### src/rtl/core/ccns_pkg.sv
// shared types and constants for the centre-crop nearest-neighbour address mapper
// no dependencies

package ccns_pkg;

	// port and register widths
	localparam int CFG_W       = 13;
	localparam int COORD_W     = 12;
	localparam int ADDR_W      = 24;
	localparam int REG_IDX_W   = 3;
	localparam int IN_TDATA_W  = 24;
	localparam int OUT_TDATA_W = 48;

	// register indexes
	localparam logic [REG_IDX_W-1:0] REG_SRC_W    = 3'd0;
	localparam logic [REG_IDX_W-1:0] REG_SRC_H    = 3'd1;
	localparam logic [REG_IDX_W-1:0] REG_SRC_STRD = 3'd2;
	localparam logic [REG_IDX_W-1:0] REG_TGT_W    = 3'd3;
	localparam logic [REG_IDX_W-1:0] REG_TGT_H    = 3'd4;

	// crop window recompute sequencer
	typedef enum logic [2:0] {
		CR_IDLE,
		CR_LOAD,
		CR_CMP,
		CR_DIV,
		CR_FIN
	} crop_state_t;

endpackage

### src/rtl/core/ccns_div_pipe.sv
// two-lane pipelined restoring divider, one quotient bit per stage
// no dependencies; quotient must fit in DW bits (num < den * 2**DW)

module ccns_div_pipe #(
	parameter int DW = 13
) (
	input  logic            clk,
	input  logic            arst_n,
	input  logic            en,
	input  logic            in_valid,
	input  logic [2*DW-1:0] num_x,
	input  logic [2*DW-1:0] num_y,
	input  logic [DW-1:0]   den_x,
	input  logic [DW-1:0]   den_y,
	output logic            out_valid,
	output logic [DW-1:0]   quo_x,
	output logic [DW-1:0]   quo_y
);

	logic          v_s  [DW];
	logic [DW-1:0] rx_s [DW];
	logic [DW-1:0] nx_s [DW];
	logic [DW-1:0] ry_s [DW];
	logic [DW-1:0] ny_s [DW];

	genvar k;
	generate
		for (k = 0; k < DW; k++) begin : g_stage
			logic          vp;
			logic [DW-1:0] rpx, npx, rpy, npy;
			logic [DW:0]   tx, ty;
			logic          gex, gey;

			if (k == 0) begin : g_first
				assign vp  = in_valid;
				assign rpx = num_x[2*DW-1:DW];
				assign npx = num_x[DW-1:0];
				assign rpy = num_y[2*DW-1:DW];
				assign npy = num_y[DW-1:0];
			end else begin : g_next
				assign vp  = v_s[k-1];
				assign rpx = rx_s[k-1];
				assign npx = nx_s[k-1];
				assign rpy = ry_s[k-1];
				assign npy = ny_s[k-1];
			end

			assign tx  = {rpx, npx[DW-1]};
			assign ty  = {rpy, npy[DW-1]};
			assign gex = tx >= {1'b0, den_x};
			assign gey = ty >= {1'b0, den_y};

			always_ff @(posedge clk or negedge arst_n) begin
				if (!arst_n) begin
					v_s[k] <= 1'b0;
				end else if (en) begin
					v_s[k] <= vp;
				end
			end

			always_ff @(posedge clk) begin
				if (en) begin
					rx_s[k] <= gex ? DW'(tx - {1'b0, den_x}) : tx[DW-1:0];
					ry_s[k] <= gey ? DW'(ty - {1'b0, den_y}) : ty[DW-1:0];
					nx_s[k] <= {npx[DW-2:0], gex};
					ny_s[k] <= {npy[DW-2:0], gey};
				end
			end
		end
	endgenerate

	assign out_valid = v_s[DW-1];
	assign quo_x     = nx_s[DW-1];
	assign quo_y     = ny_s[DW-1];

endmodule

### src/rtl/core/center_crop_nearest_scaler_addr.sv
// top level of the centre-crop nearest-neighbour address mapper
// depends on ccns_pkg and ccns_div_pipe
//
// channel   dir  handshake             payload
// s_axis    in   tvalid/tready         tdata: out_col, out_row
// m_axis    out  tvalid/tready         tdata: in_col, in_row, in_address; tuser: skip
// cfg       in   cfg_we                cfg_index, cfg_data
//
// one destination pixel per clock while neither the crop recompute nor a full skid register holds
// the input off; column and row are scaled by bit-per-stage pipelined dividers
// after reset and after each register write the crop window is recomputed by a
// shared iterative divider through CR_LOAD, CR_CMP, CR_DIV and CR_FIN when a trim is
// needed, else through CR_LOAD and CR_CMP only, with s_axis_tready low meanwhile
// a stalled output parks one transfer in a skid register; the pipeline holds
// while that register is full

module center_crop_nearest_scaler_addr #(
	parameter int MAX_DIM = 4096
) (
	input  logic                               clk,
	input  logic                               arst_n,
	input  logic                               s_axis_tvalid,
	output logic                               s_axis_tready,
	input  logic [ccns_pkg::IN_TDATA_W-1:0]    s_axis_tdata,  // out_col, out_row
	output logic                               m_axis_tvalid,
	input  logic                               m_axis_tready,
	output logic [ccns_pkg::OUT_TDATA_W-1:0]   m_axis_tdata,  // in_col, in_row, in_address
	output logic                               m_axis_tuser,  // skip
	input  logic                               cfg_we,
	input  logic [ccns_pkg::REG_IDX_W-1:0]     cfg_index,
	input  logic [ccns_pkg::CFG_W-1:0]         cfg_data
);

	localparam int CFG_W   = ccns_pkg::CFG_W;
	localparam int COORD_W = ccns_pkg::COORD_W;
	localparam int ADDR_W  = ccns_pkg::ADDR_W;
	localparam int REG_MAX = (1 << CFG_W) - 1;
	localparam int DIM_CAP = (MAX_DIM > REG_MAX) ? REG_MAX : MAX_DIM;
	localparam int DW      = $clog2(DIM_CAP + 1);
	localparam int CW      = (COORD_W > DW) ? COORD_W : DW;
	localparam int CNT_W   = $clog2(DW);

	// configuration registers
	logic [CFG_W-1:0] src_w_q, src_h_q, src_strd_q, tgt_w_q, tgt_h_q;
	logic             cfg_hit;

	assign cfg_hit = cfg_we && (cfg_index inside {[ccns_pkg::REG_SRC_W:ccns_pkg::REG_TGT_H]});

	always_ff @(posedge clk or negedge arst_n) begin
		if (!arst_n) begin
			src_w_q    <= CFG_W'(400);
			src_h_q    <= CFG_W'(400);
			src_strd_q <= CFG_W'(400);
			tgt_w_q    <= CFG_W'(240);
			tgt_h_q    <= CFG_W'(240);
		end else if (cfg_we) begin
			case (cfg_index)
				ccns_pkg::REG_SRC_W:    src_w_q    <= cfg_data;
				ccns_pkg::REG_SRC_H:    src_h_q    <= cfg_data;
				ccns_pkg::REG_SRC_STRD: src_strd_q <= cfg_data;
				ccns_pkg::REG_TGT_W:    tgt_w_q    <= cfg_data;
				ccns_pkg::REG_TGT_H:    tgt_h_q    <= cfg_data;
				default: ;
			endcase
		end
	end

	// clamped dimensions
	logic [DW-1:0] sw_e, sh_e, st_e, tw_e, th_e;

	assign sw_e = (src_w_q > CFG_W'(DIM_CAP))    ? DW'(DIM_CAP) : DW'(src_w_q);
	assign sh_e = (src_h_q > CFG_W'(DIM_CAP))    ? DW'(DIM_CAP) : DW'(src_h_q);
	assign st_e = (src_strd_q > CFG_W'(DIM_CAP)) ? DW'(DIM_CAP) : DW'(src_strd_q);
	assign tw_e = (tgt_w_q > CFG_W'(DIM_CAP))    ? DW'(DIM_CAP) : DW'(tgt_w_q);
	assign th_e = (tgt_h_q > CFG_W'(DIM_CAP))    ? DW'(DIM_CAP) : DW'(tgt_h_q);

	// crop window sequencer
	ccns_pkg::crop_state_t state_q, state_nxt;
	logic [2*DW-1:0] a_q, b_q;
	logic [DW-1:0]   rem_q, quo_q, den_q;
	logic [CNT_W-1:0] cnt_q;
	logic            trim_w_q, zero_q, skip_q;
	logic [DW-1:0]   crop_left_q, crop_top_q, crop_cols_q, crop_rows_q;
	logic            busy;
	logic [DW:0]     div_t;
	logic            div_ge;

	always_comb begin
		state_nxt = state_q;
		case (state_q)
			ccns_pkg::CR_LOAD: state_nxt = ccns_pkg::CR_CMP;
			ccns_pkg::CR_CMP: begin
				if (zero_q || (a_q == b_q)) begin
					state_nxt = ccns_pkg::CR_IDLE;
				end else begin
					state_nxt = ccns_pkg::CR_DIV;
				end
			end
			ccns_pkg::CR_DIV: begin
				if (cnt_q == CNT_W'(DW - 1)) begin
					state_nxt = ccns_pkg::CR_FIN;
				end
			end
			ccns_pkg::CR_FIN:  state_nxt = ccns_pkg::CR_IDLE;
			ccns_pkg::CR_IDLE: state_nxt = ccns_pkg::CR_IDLE;
			default:           state_nxt = ccns_pkg::CR_LOAD;
		endcase
		if (cfg_hit) begin
			state_nxt = ccns_pkg::CR_LOAD;
		end
	end

	always_comb begin
		busy = (state_q != ccns_pkg::CR_IDLE);
	end

	assign div_t  = {rem_q, quo_q[DW-1]};
	assign div_ge = div_t >= {1'b0, den_q};

	always_ff @(posedge clk or negedge arst_n) begin
		if (!arst_n) begin
			state_q <= ccns_pkg::CR_LOAD;
		end else begin
			state_q <= state_nxt;
		end
	end

	always_ff @(posedge clk or negedge arst_n) begin
		if (!arst_n) begin
			crop_left_q <= '0;
			crop_top_q  <= '0;
			crop_cols_q <= '0;
			crop_rows_q <= '0;
			zero_q      <= 1'b0;
			skip_q      <= 1'b0;
			trim_w_q    <= 1'b0;
			cnt_q       <= '0;
		end else begin
			case (state_q)
				ccns_pkg::CR_LOAD: begin
					zero_q <= (sw_e == '0) || (sh_e == '0) || (tw_e == '0) || (th_e == '0);
					skip_q <= st_e < sw_e;
				end
				ccns_pkg::CR_CMP: begin
					crop_left_q <= '0;
					crop_top_q  <= '0;
					crop_cols_q <= sw_e;
					crop_rows_q <= sh_e;
					trim_w_q    <= a_q > b_q;
					cnt_q       <= '0;
				end
				ccns_pkg::CR_DIV: begin
					cnt_q <= cnt_q + 1'b1;
				end
				ccns_pkg::CR_FIN: begin
					if (trim_w_q) begin
						crop_cols_q <= quo_q;
						crop_left_q <= (sw_e - quo_q) >> 1;
					end else begin
						crop_rows_q <= quo_q;
						crop_top_q  <= (sh_e - quo_q) >> 1;
					end
				end
				default: ;
			endcase
		end
	end

	always_ff @(posedge clk) begin
		case (state_q)
			ccns_pkg::CR_LOAD: begin
				a_q <= {{DW{1'b0}}, sw_e} * {{DW{1'b0}}, th_e};
				b_q <= {{DW{1'b0}}, sh_e} * {{DW{1'b0}}, tw_e};
			end
			ccns_pkg::CR_CMP: begin
				if (a_q > b_q) begin
					rem_q <= b_q[2*DW-1:DW];
					quo_q <= b_q[DW-1:0];
					den_q <= th_e;
				end else begin
					rem_q <= a_q[2*DW-1:DW];
					quo_q <= a_q[DW-1:0];
					den_q <= tw_e;
				end
			end
			ccns_pkg::CR_DIV: begin
				rem_q <= div_ge ? DW'(div_t - {1'b0, den_q}) : div_t[DW-1:0];
				quo_q <= {quo_q[DW-2:0], div_ge};
			end
			default: ;
		endcase
	end

	// pixel pipeline
	logic             en;
	logic             skid_v_q, out_v_q;
	logic             in_xfer;
	logic [COORD_W-1:0] x_in, y_in;
	logic [DW-1:0]    tw_m1, th_m1, x_sat, y_sat;

	assign en            = !skid_v_q;
	assign s_axis_tready = en && !busy;
	assign in_xfer       = s_axis_tvalid && s_axis_tready;

	assign x_in  = s_axis_tdata[COORD_W-1:0];
	assign y_in  = s_axis_tdata[2*COORD_W-1:COORD_W];
	assign tw_m1 = tw_e - 1'b1;
	assign th_m1 = th_e - 1'b1;
	assign x_sat = (CW'(x_in) > CW'(tw_m1)) ? tw_m1 : DW'(x_in);
	assign y_sat = (CW'(y_in) > CW'(th_m1)) ? th_m1 : DW'(y_in);

	logic            v_s1, v_s2, v_s3, v_s4, v_s5, v_div;
	logic [DW-1:0]   x_s1, y_s1;
	logic [2*DW-1:0] px_s2, py_s2;
	logic [DW-1:0]   qx, qy;
	logic [DW-1:0]   sx_s3, sy_s3;
	logic [2*DW-1:0] pa_s4;
	logic [DW-1:0]   sx_s4, sy_s4;
	logic [COORD_W-1:0] col_s5, row_s5;
	logic [ADDR_W-1:0]  addr_s5;
	logic            skip_s5;

	ccns_div_pipe #(
		.DW (DW)
	) u_div (
		.clk       (clk),
		.arst_n    (arst_n),
		.en        (en),
		.in_valid  (v_s2),
		.num_x     (px_s2),
		.num_y     (py_s2),
		.den_x     (tw_e),
		.den_y     (th_e),
		.out_valid (v_div),
		.quo_x     (qx),
		.quo_y     (qy)
	);

	always_ff @(posedge clk or negedge arst_n) begin
		if (!arst_n) begin
			v_s1 <= 1'b0;
			v_s2 <= 1'b0;
			v_s3 <= 1'b0;
			v_s4 <= 1'b0;
			v_s5 <= 1'b0;
		end else if (en) begin
			v_s1 <= in_xfer;
			v_s2 <= v_s1;
			v_s3 <= v_div;
			v_s4 <= v_s3;
			v_s5 <= v_s4;
		end
	end

	always_ff @(posedge clk) begin
		if (en) begin
			x_s1    <= x_sat;
			y_s1    <= y_sat;
			px_s2   <= {{DW{1'b0}}, x_s1} * {{DW{1'b0}}, crop_cols_q};
			py_s2   <= {{DW{1'b0}}, y_s1} * {{DW{1'b0}}, crop_rows_q};
			sx_s3   <= crop_left_q + qx;
			sy_s3   <= crop_top_q + qy;
			pa_s4   <= {{DW{1'b0}}, sy_s3} * {{DW{1'b0}}, st_e};
			sx_s4   <= sx_s3;
			sy_s4   <= sy_s3;
			col_s5  <= zero_q ? '0 : COORD_W'(sx_s4);
			row_s5  <= zero_q ? '0 : COORD_W'(sy_s4);
			addr_s5 <= zero_q ? '0 : ADDR_W'({1'b0, pa_s4} + (2*DW+1)'(sx_s4));
			skip_s5 <= zero_q || skip_q;
		end
	end

	// output register and skid
	logic [COORD_W-1:0] out_col_q, out_row_q, skid_col_q, skid_row_q;
	logic [ADDR_W-1:0]  out_addr_q, skid_addr_q;
	logic               out_skip_q, skid_skip_q;
	logic               load_out, load_skid, pop_skid;

	assign load_out  = !skid_v_q && (!out_v_q || m_axis_tready);
	assign load_skid = !skid_v_q && out_v_q && !m_axis_tready && v_s5;
	assign pop_skid  = skid_v_q && m_axis_tready;

	always_ff @(posedge clk or negedge arst_n) begin
		if (!arst_n) begin
			out_v_q  <= 1'b0;
			skid_v_q <= 1'b0;
		end else begin
			if (load_out) begin
				out_v_q <= v_s5;
			end
			if (load_skid) begin
				skid_v_q <= 1'b1;
			end else if (pop_skid) begin
				skid_v_q <= 1'b0;
			end
		end
	end

	always_ff @(posedge clk) begin
		if (load_out) begin
			out_col_q  <= col_s5;
			out_row_q  <= row_s5;
			out_addr_q <= addr_s5;
			out_skip_q <= skip_s5;
		end else if (pop_skid) begin
			out_col_q  <= skid_col_q;
			out_row_q  <= skid_row_q;
			out_addr_q <= skid_addr_q;
			out_skip_q <= skid_skip_q;
		end
		if (load_skid) begin
			skid_col_q  <= col_s5;
			skid_row_q  <= row_s5;
			skid_addr_q <= addr_s5;
			skid_skip_q <= skip_s5;
		end
	end

	assign m_axis_tvalid = out_v_q;
	assign m_axis_tdata  = {out_addr_q, out_row_q, out_col_q};
	assign m_axis_tuser  = out_skip_q;

endmodule

### config.mk
export PLATFORM = sky130hd
export DESIGN_NAME = center_crop_nearest_scaler_addr
export DESIGN_NICKNAME = d
export VERILOG_FILES = /design/src/rtl/core/ccns_pkg.sv /design/src/rtl/core/ccns_div_pipe.sv /design/src/rtl/core/center_crop_nearest_scaler_addr.sv
export SDC_FILE = /design/constraint.sdc
export NUM_CORES = 2
export LEC_CHECK = 0
export ABC_AREA = 1
export BUFFER_PORTS_ARGS = -buffer_cell sky130_fd_sc_hd__clkbuf_2
export CORE_ASPECT_RATIO = 1.5
export CORE_MARGIN = 3
export CORE_UTILIZATION = 45
export CTS_CLUSTER_DIAMETER = 40
export DETAILED_ROUTE_END_ITERATION = 8
export HOLD_SLACK_MARGIN = 0.03
export SLEW_MARGIN = 20
export SYNTH_ARGS = -nofsm -noshare
export SYNTH_HDL_FRONTEND = slang
export SYNTH_SLANG_ARGS = --single-unit
### constraint.sdc
create_clock -name clk -period 76.5 [get_ports clk]
set_input_delay 22.95 -clock clk [delete_from_list [all_inputs] [get_ports clk]]
set_output_delay 22.95 -clock clk [all_outputs]
set_load 0.05 [all_outputs]
Word level (Yosys, flattened, before mapping)
Memory sizes are Yosys's and may differ from the RTL's.
Index checks and enable logic that the tools add are counted.
{"block": "op_classes", "add_sub_neg": 35, "mul": 5, "order_cmp": 38, "eq_ne": 13, "n_mux": 63, "n_reduce_logical": 38}
{"operator": "$mux 13", "n": 39}
{"operator": "$ge 14x13->1", "n": 27}
{"operator": "$sub 13x13->13", "n": 29}
{"operator": "$pmux 13 s2", "n": 6}
{"operator": "$mul 13x13->26", "n": 4}
{"operator": "$mux 12", "n": 6}
{"operator": "$gt 13x13->1 const B", "n": 5}
{"operator": "$logic_not 13->1", "n": 4}
{"operator": "$mux 24", "n": 2}
{"operator": "$add 13x13->13", "n": 2}
{"operator": "$eq 26x26->1", "n": 1}
{"operator": "$gt 12x13->1", "n": 2}
{"operator": "$gt 26x26->1", "n": 1}
{"operator": "$sub 13x1->13 const B", "n": 2}
{"operator": "$add 24x13->24", "n": 1}
{"operator": "$mul 13x13->24", "n": 1}
{"operator": "$reduce_and 2->1", "n": 7}
{"operator": "$lt 13x13->1", "n": 1}
{"operator": "$eq 3x2->1 const B", "n": 4}
{"operator": "$pmux 3 s4", "n": 1}
{"operator": "$logic_and 1x1->1", "n": 9}
{"operator": "$pmux 4 s2", "n": 1}
{"operator": "$reduce_bool 2->1", "n": 4}
{"operator": "$eq 3x1->1 const B", "n": 2}
{"operator": "other kinds (15)", "n": 31}
{"block": "totals", "reg_bits": 538, "ramBits": 676, "out_inout_bits": 51, "wordCells": 258, "memories": 4}
{"memory": "u_div.nx_s", "words": 13, "width": 13, "read_ports": 13, "rd_ports_with_merged_regs": 0, "write_ports": 13, "line": "ccns_div_pipe.sv:22", "source": "logic [DW-1:0] nx_s [DW];"}
{"memory": "u_div.ny_s", "words": 13, "width": 13, "read_ports": 13, "rd_ports_with_merged_regs": 0, "write_ports": 13, "line": "ccns_div_pipe.sv:24", "source": "logic [DW-1:0] ny_s [DW];"}
{"memory": "u_div.rx_s", "words": 13, "width": 13, "read_ports": 12, "rd_ports_with_merged_regs": 0, "write_ports": 13, "line": "ccns_div_pipe.sv:21", "source": "logic [DW-1:0] rx_s [DW];"}
{"memory": "u_div.ry_s", "words": 13, "width": 13, "read_ports": 12, "rd_ports_with_merged_regs": 0, "write_ports": 13, "line": "ccns_div_pipe.sv:23", "source": "logic [DW-1:0] ry_s [DW];"}

Depth between registers and ports, before layout
{"block": "logic_depth", "depth_word": 6, "mapped_depth": 31}

Hierarchy
Synthesis repeated with hierarchy kept, for this count alone.
{"block": "unflattened", "cells_unflattened": 11592, "area_unflattened_um2": 99556.7}
{"mod": "center_crop_nearest_scaler_addr", "instances": 1, "cells_each": 5973, "area_per_inst_um2": 52634.2, "seq_area_each_um2": 15067.0}
{"mod": "ccns_div_pipe", "instances": 1, "cells_each": 5619, "area_per_inst_um2": 46922.5, "seq_area_each_um2": 19844.0}

Least setup slack after synthesis
Ideal clock, no wire load.
{"block": "synth_path", "kind": "input to register", "startpoint": "input port m_axis_tready", "endpoint": "register skid_addr_q[0], enable pin", "t_arrival_ns": 26.434, "t_required_ns": 75.984, "path_slack_ns": 49.550, "cell_stages": 3, "path_buffers": 0, "cell_sequence": "inv_1 > nand2_1 > nor3_1"}
{"block": "synth_via", "elab_chain_cells": 3}
{"item": "from (decl)", "line": "center_crop_nearest_scaler_addr.sv:26", "source": "input logic m_axis_tready,"}
{"item": "$logic_not 1->1", "line": "center_crop_nearest_scaler_addr.sv:280", "source": "assign load_skid = !skid_v_q && out_v_q && !m_axis_tready && v_s5;"}
{"item": "$logic_and 1x1->1 (2 in a row)", "line": "center_crop_nearest_scaler_addr.sv:280"}
{"item": "named net load_skid", "line": "center_crop_nearest_scaler_addr.sv:277", "source": "logic load_out, load_skid, pop_skid;"}
{"item": "to (signal assigned)", "line": "center_crop_nearest_scaler_addr.sv:314", "source": "skid_addr_q <= addr_s5;"}
{"item": "to (decl)", "line": "center_crop_nearest_scaler_addr.sv:275", "source": "logic [ADDR_W-1:0] out_addr_q, skid_addr_q;"}
The timed path passes the listed nets, and every way through them passes these cells.
A chain may end at the register's enable or synchronous reset.

Worst setup path after layout
{"block": "layout_path", "startpoint": "register skid_v_q", "endpoint": "output port s_axis_tready"}
{"block": "layout_via", "elab_chain_cells": 2}
{"item": "from (decl)", "line": "center_crop_nearest_scaler_addr.sv:196", "source": "logic skid_v_q, out_v_q;"}
{"item": "from (signal assigned)", "line": "center_crop_nearest_scaler_addr.sv:286", "source": "skid_v_q <= 1'b0;"}
{"item": "from (signal assigned)", "line": "center_crop_nearest_scaler_addr.sv:292", "source": "skid_v_q <= 1'b1;"}
{"item": "from (signal assigned)", "line": "center_crop_nearest_scaler_addr.sv:294", "source": "skid_v_q <= 1'b0;"}
{"item": "$logic_not 1->1", "line": "center_crop_nearest_scaler_addr.sv:201", "source": "assign en = !skid_v_q;"}
{"item": "$logic_and 1x1->1", "line": "center_crop_nearest_scaler_addr.sv:202", "source": "assign s_axis_tready = en && !busy;"}
{"item": "to (decl)", "line": "center_crop_nearest_scaler_addr.sv:23", "source": "output logic s_axis_tready,"}
No other way between the ends.

==> impl_metrics.env <==
export IMPL_cts_sinks=1186
export IMPL_wirelength_mm=244
export IMPL_post_cts_setup_buffers=0
export IMPL_finalHoldViolCount=0
export IMPL_synth_async_reset_ratio=0.122
export IMPL_synth_cell_types=61
export IMPL_areaGrowthSynthToFinish_pct=10.0
export IMPL_die_area_um2=207000
export IMPL_drt_iter0_markers=4326
export IMPL_min_period_over_period=0.332
export IMPL_status="complete, no violations"
export IMPL_yosys_area_share_simple=0.155
export IMPL_routed_via_count=67300
export IMPL_die_w_um=372
export IMPL_ys_ff_latch=1186
export IMPL_track_usage=0.238
export IMPL_std_cell_rows=201
export IMPL_io_pins=96
export IMPL_critPathArrivalTime_ns=2.42
export IMPL_clkTransAtPathRegs_ns=0.06
export IMPL_cts_resized=0
export IMPL_h_tree_depth=4
export IMPL_core_um2=200000
export IMPL_ys_top_cells_by_count="nand2_1 (2,082), inv_1 (1,470), edfxtp_1 (1,041)"
export IMPL_antenna_found_initial=5
export IMPL_via_per_inst=5.35
export IMPL_worstSetupPathType="flip-flop to output pin"
export IMPL_cts_tree="done"
export IMPL_synth_top_cell_by_area="edfxtp_1"
export IMPL_yosys_area_top_type_share=0.345
export IMPL_critPathLaunchType="flip-flop"
export IMPL_numCtsBuffers=167
export IMPL_wl_per_cell_um=19.4
export IMPL_finalSetupViolCount=0
export IMPL_maxCapViolCount=0
export IMPL_drc=0
export IMPL_grt_first_pass_wirelength_mm=382
export IMPL_multi_input_area_um2=48900
export IMPL_grt_pass1_vias=69800
export IMPL_ff_latch_area_um2=34900
export IMPL_tns_ns=0
export IMPL_synth_most_common_cell="nand2_1"
export IMPL_synth_mux_area_frac=0.00610
export IMPL_synth_seq_area_share=0.386
export IMPL_crit_fanout=21
export IMPL_rsz0062_at_grt="no"
export IMPL_syn_area_um2=90500
export IMPL_start_util=0.453
export IMPL_fillerInstances=18500
export IMPL_slew_viol_final=0
export IMPL_cts_buffer_depth=4
export IMPL_hpwlAfterDp_mm=185
export IMPL_gp_congestion=0.962
export IMPL_end_kind="output pin"
export IMPL_synth_edf_count=1041
export IMPL_grt_max_degree=156
export IMPL_finClkSkew_ns=0.0635
export IMPL_worst_pin_slew_ns=1.21
export IMPL_drive_above_1_share=0.0665
export IMPL_port_buffers=95
export IMPL_ant_nets=0
export IMPL_dr_pass1_iters=9
export IMPL_max_slew_margin=0.194
export IMPL_synthXorXnorAreaFrac=0.0387
export IMPL_nNetsFinal=11300
export IMPL_post_route_min_period_ns=25.37
export IMPL_die_h_um=555
export IMPL_root_buffer="clkbuf_16"
export IMPL_worstPathRequired_ns=53.55
export IMPL_synth_top_family_by_area="adder cells"
export IMPL_synth_warnings=0
export IMPL_synth_cells=9696
export IMPL_clock_latency_ns=0.83
export IMPL_hold_class="flip-flop to flip-flop"
export IMPL_hold_buffers=0
export IMPL_fmax_mhz=39.4
export IMPL_synth_area_top_cells="edfxtp_1 (35%), fa_1 (14%), ha_1 (11%), nand2_1 (8.6%), inv_1 (6.1%)"
export IMPL_synth_area_per_cell_um2=9.33
export IMPL_synth_fa_ha_area_frac=0.254
export IMPL_grt_overflow=0
export IMPL_ys_flop_type="edfxtp_1"
export IMPL_synth_compound_area_frac=0.0864
cells by family (layout without fill, tap and decap cells):
family	Yosys count	in the layout
buffers and inverters	1741	1984
XOR/XNOR	400	400
other	1	8
AO/OA/AOI/OAI	1424	1424
AND/OR/NAND/NOR	3439	3439
adder cells (fa/ha/maj)	1456	1456
multiplexers	49	49
flip-flops	1186	1186
worst max-delay path, cell delays in order, from the launching register on:
cell,delay (ns)
dfrtp_1,0.36
buf_4,0.23
nor3_2,0.59
clkbuf_2,0.40
routing by layer:
metal  vias up  wire length, µm  global-route usage
met4         2            12700               0.112
met2      1918           125000               0.429
li1      32100                -                   -
met3       598            13600              0.0362
met1     32700            92800               0.273
met5         -               34                   0
cell usage in the layout, fill, tap and decap left out, types with 16 or more instances in the layout:
master | Yosys | final
nand2_1 | 2082 | 2079
inv_1 | 1470 | 1465
edfxtp_1 | 1041 | 1041
ha_1 | 822 | 822
nor2_1 | 748 | 747
o21ai_0 | 665 | 664
fa_1 | 634 | 634
a21oi_1 | 493 | 493
nand3_1 | 336 | 336
xor2_1 | 234 | 234
clkbuf_16 | 0 | 169
xnor2_1 | 166 | 166
dfrtp_1 | 127 | 127
nand4_1 | 98 | 98
clkbuf_2 | 9 | 94
a21o_1 | 77 | 77
buf_4 | 12 | 68
nor3_1 | 62 | 59
or2_2 | 54 | 54
mux2_2 | 49 | 49
o21bai_1 | 39 | 39
inv_2 | 34 | 37
a31oi_1 | 34 | 34
clkinv_1 | 22 | 31
a221oi_1 | 30 | 30
o21ai_2 | 25 | 25
inv_6 | 0 | 25
inv_8 | 0 | 19
dfstp_2 | 18 | 18
bufinv_16 | 0 | 16
per-stage QoR:
step	util	cell area, µm²	cells	hold slack (ns)	setup WS (ns)
finish	0.498	99500	12600	0.352	51.13
global route	0.498	99500	12600	0.348	51.07
CTS	0.498	99500	12600	0.343	51.01
detailed placement	0.470	93900	12300	0.405	51.07
global placement	0.470	93900	12300	0.400	50.99
floorplan	-	90500	9697	0.400	49.55
state kept, by name, indices dropped and copies added (netlist names), 24 cells and up:
register	cells
py_s2	26
px_s2	26
pa_s4	24
u_div.nx_s	169
u_div.ny_s	169
u_div.rx_s	156
a_q	26
b_q	26
out_addr_q	24
u_div.ry_s	156
addr_s5	24
skid_addr_q	24
final cells by class:
cell class | instances | share of cell area
Clock buffer | 182 | 0.0432
Clock inverter | 110 | 0.0135
Multi-Input combinational cell | 6770 | 0.491
Tap cell | 2639 | 0.0332
Sequential cell | 1186 | 0.351
Inverter | 1527 | 0.0577
Timing Repair Buffer | 165 | 0.0103
Antenna cell | 6 | 0.000151
worst paths after layout:
kind                                        from               end  slack [ns]  depth (start not counted)
worst min-delay path            u_div.ny_s[3][5]  u_div.ny_s[4][6]        0.35                          0
max in group asynchronous                 arst_n        tgt_h_q[3]       52.81                          2
worst max-delay path                    skid_v_q     s_axis_tready       51.13                          3
worst min register to register  u_div.ny_s[3][5]  u_div.ny_s[4][6]        0.35                          0
worst max register to register        src_h_q[6]           b_q[19]       69.31                         25
min in group asynchronous                 arst_n     m_axis_tvalid       22.13                          1
Power is left out: the tool's default activity adds up to more than one toggle a clock period on the data nets, which glitch-free logic cannot reach.
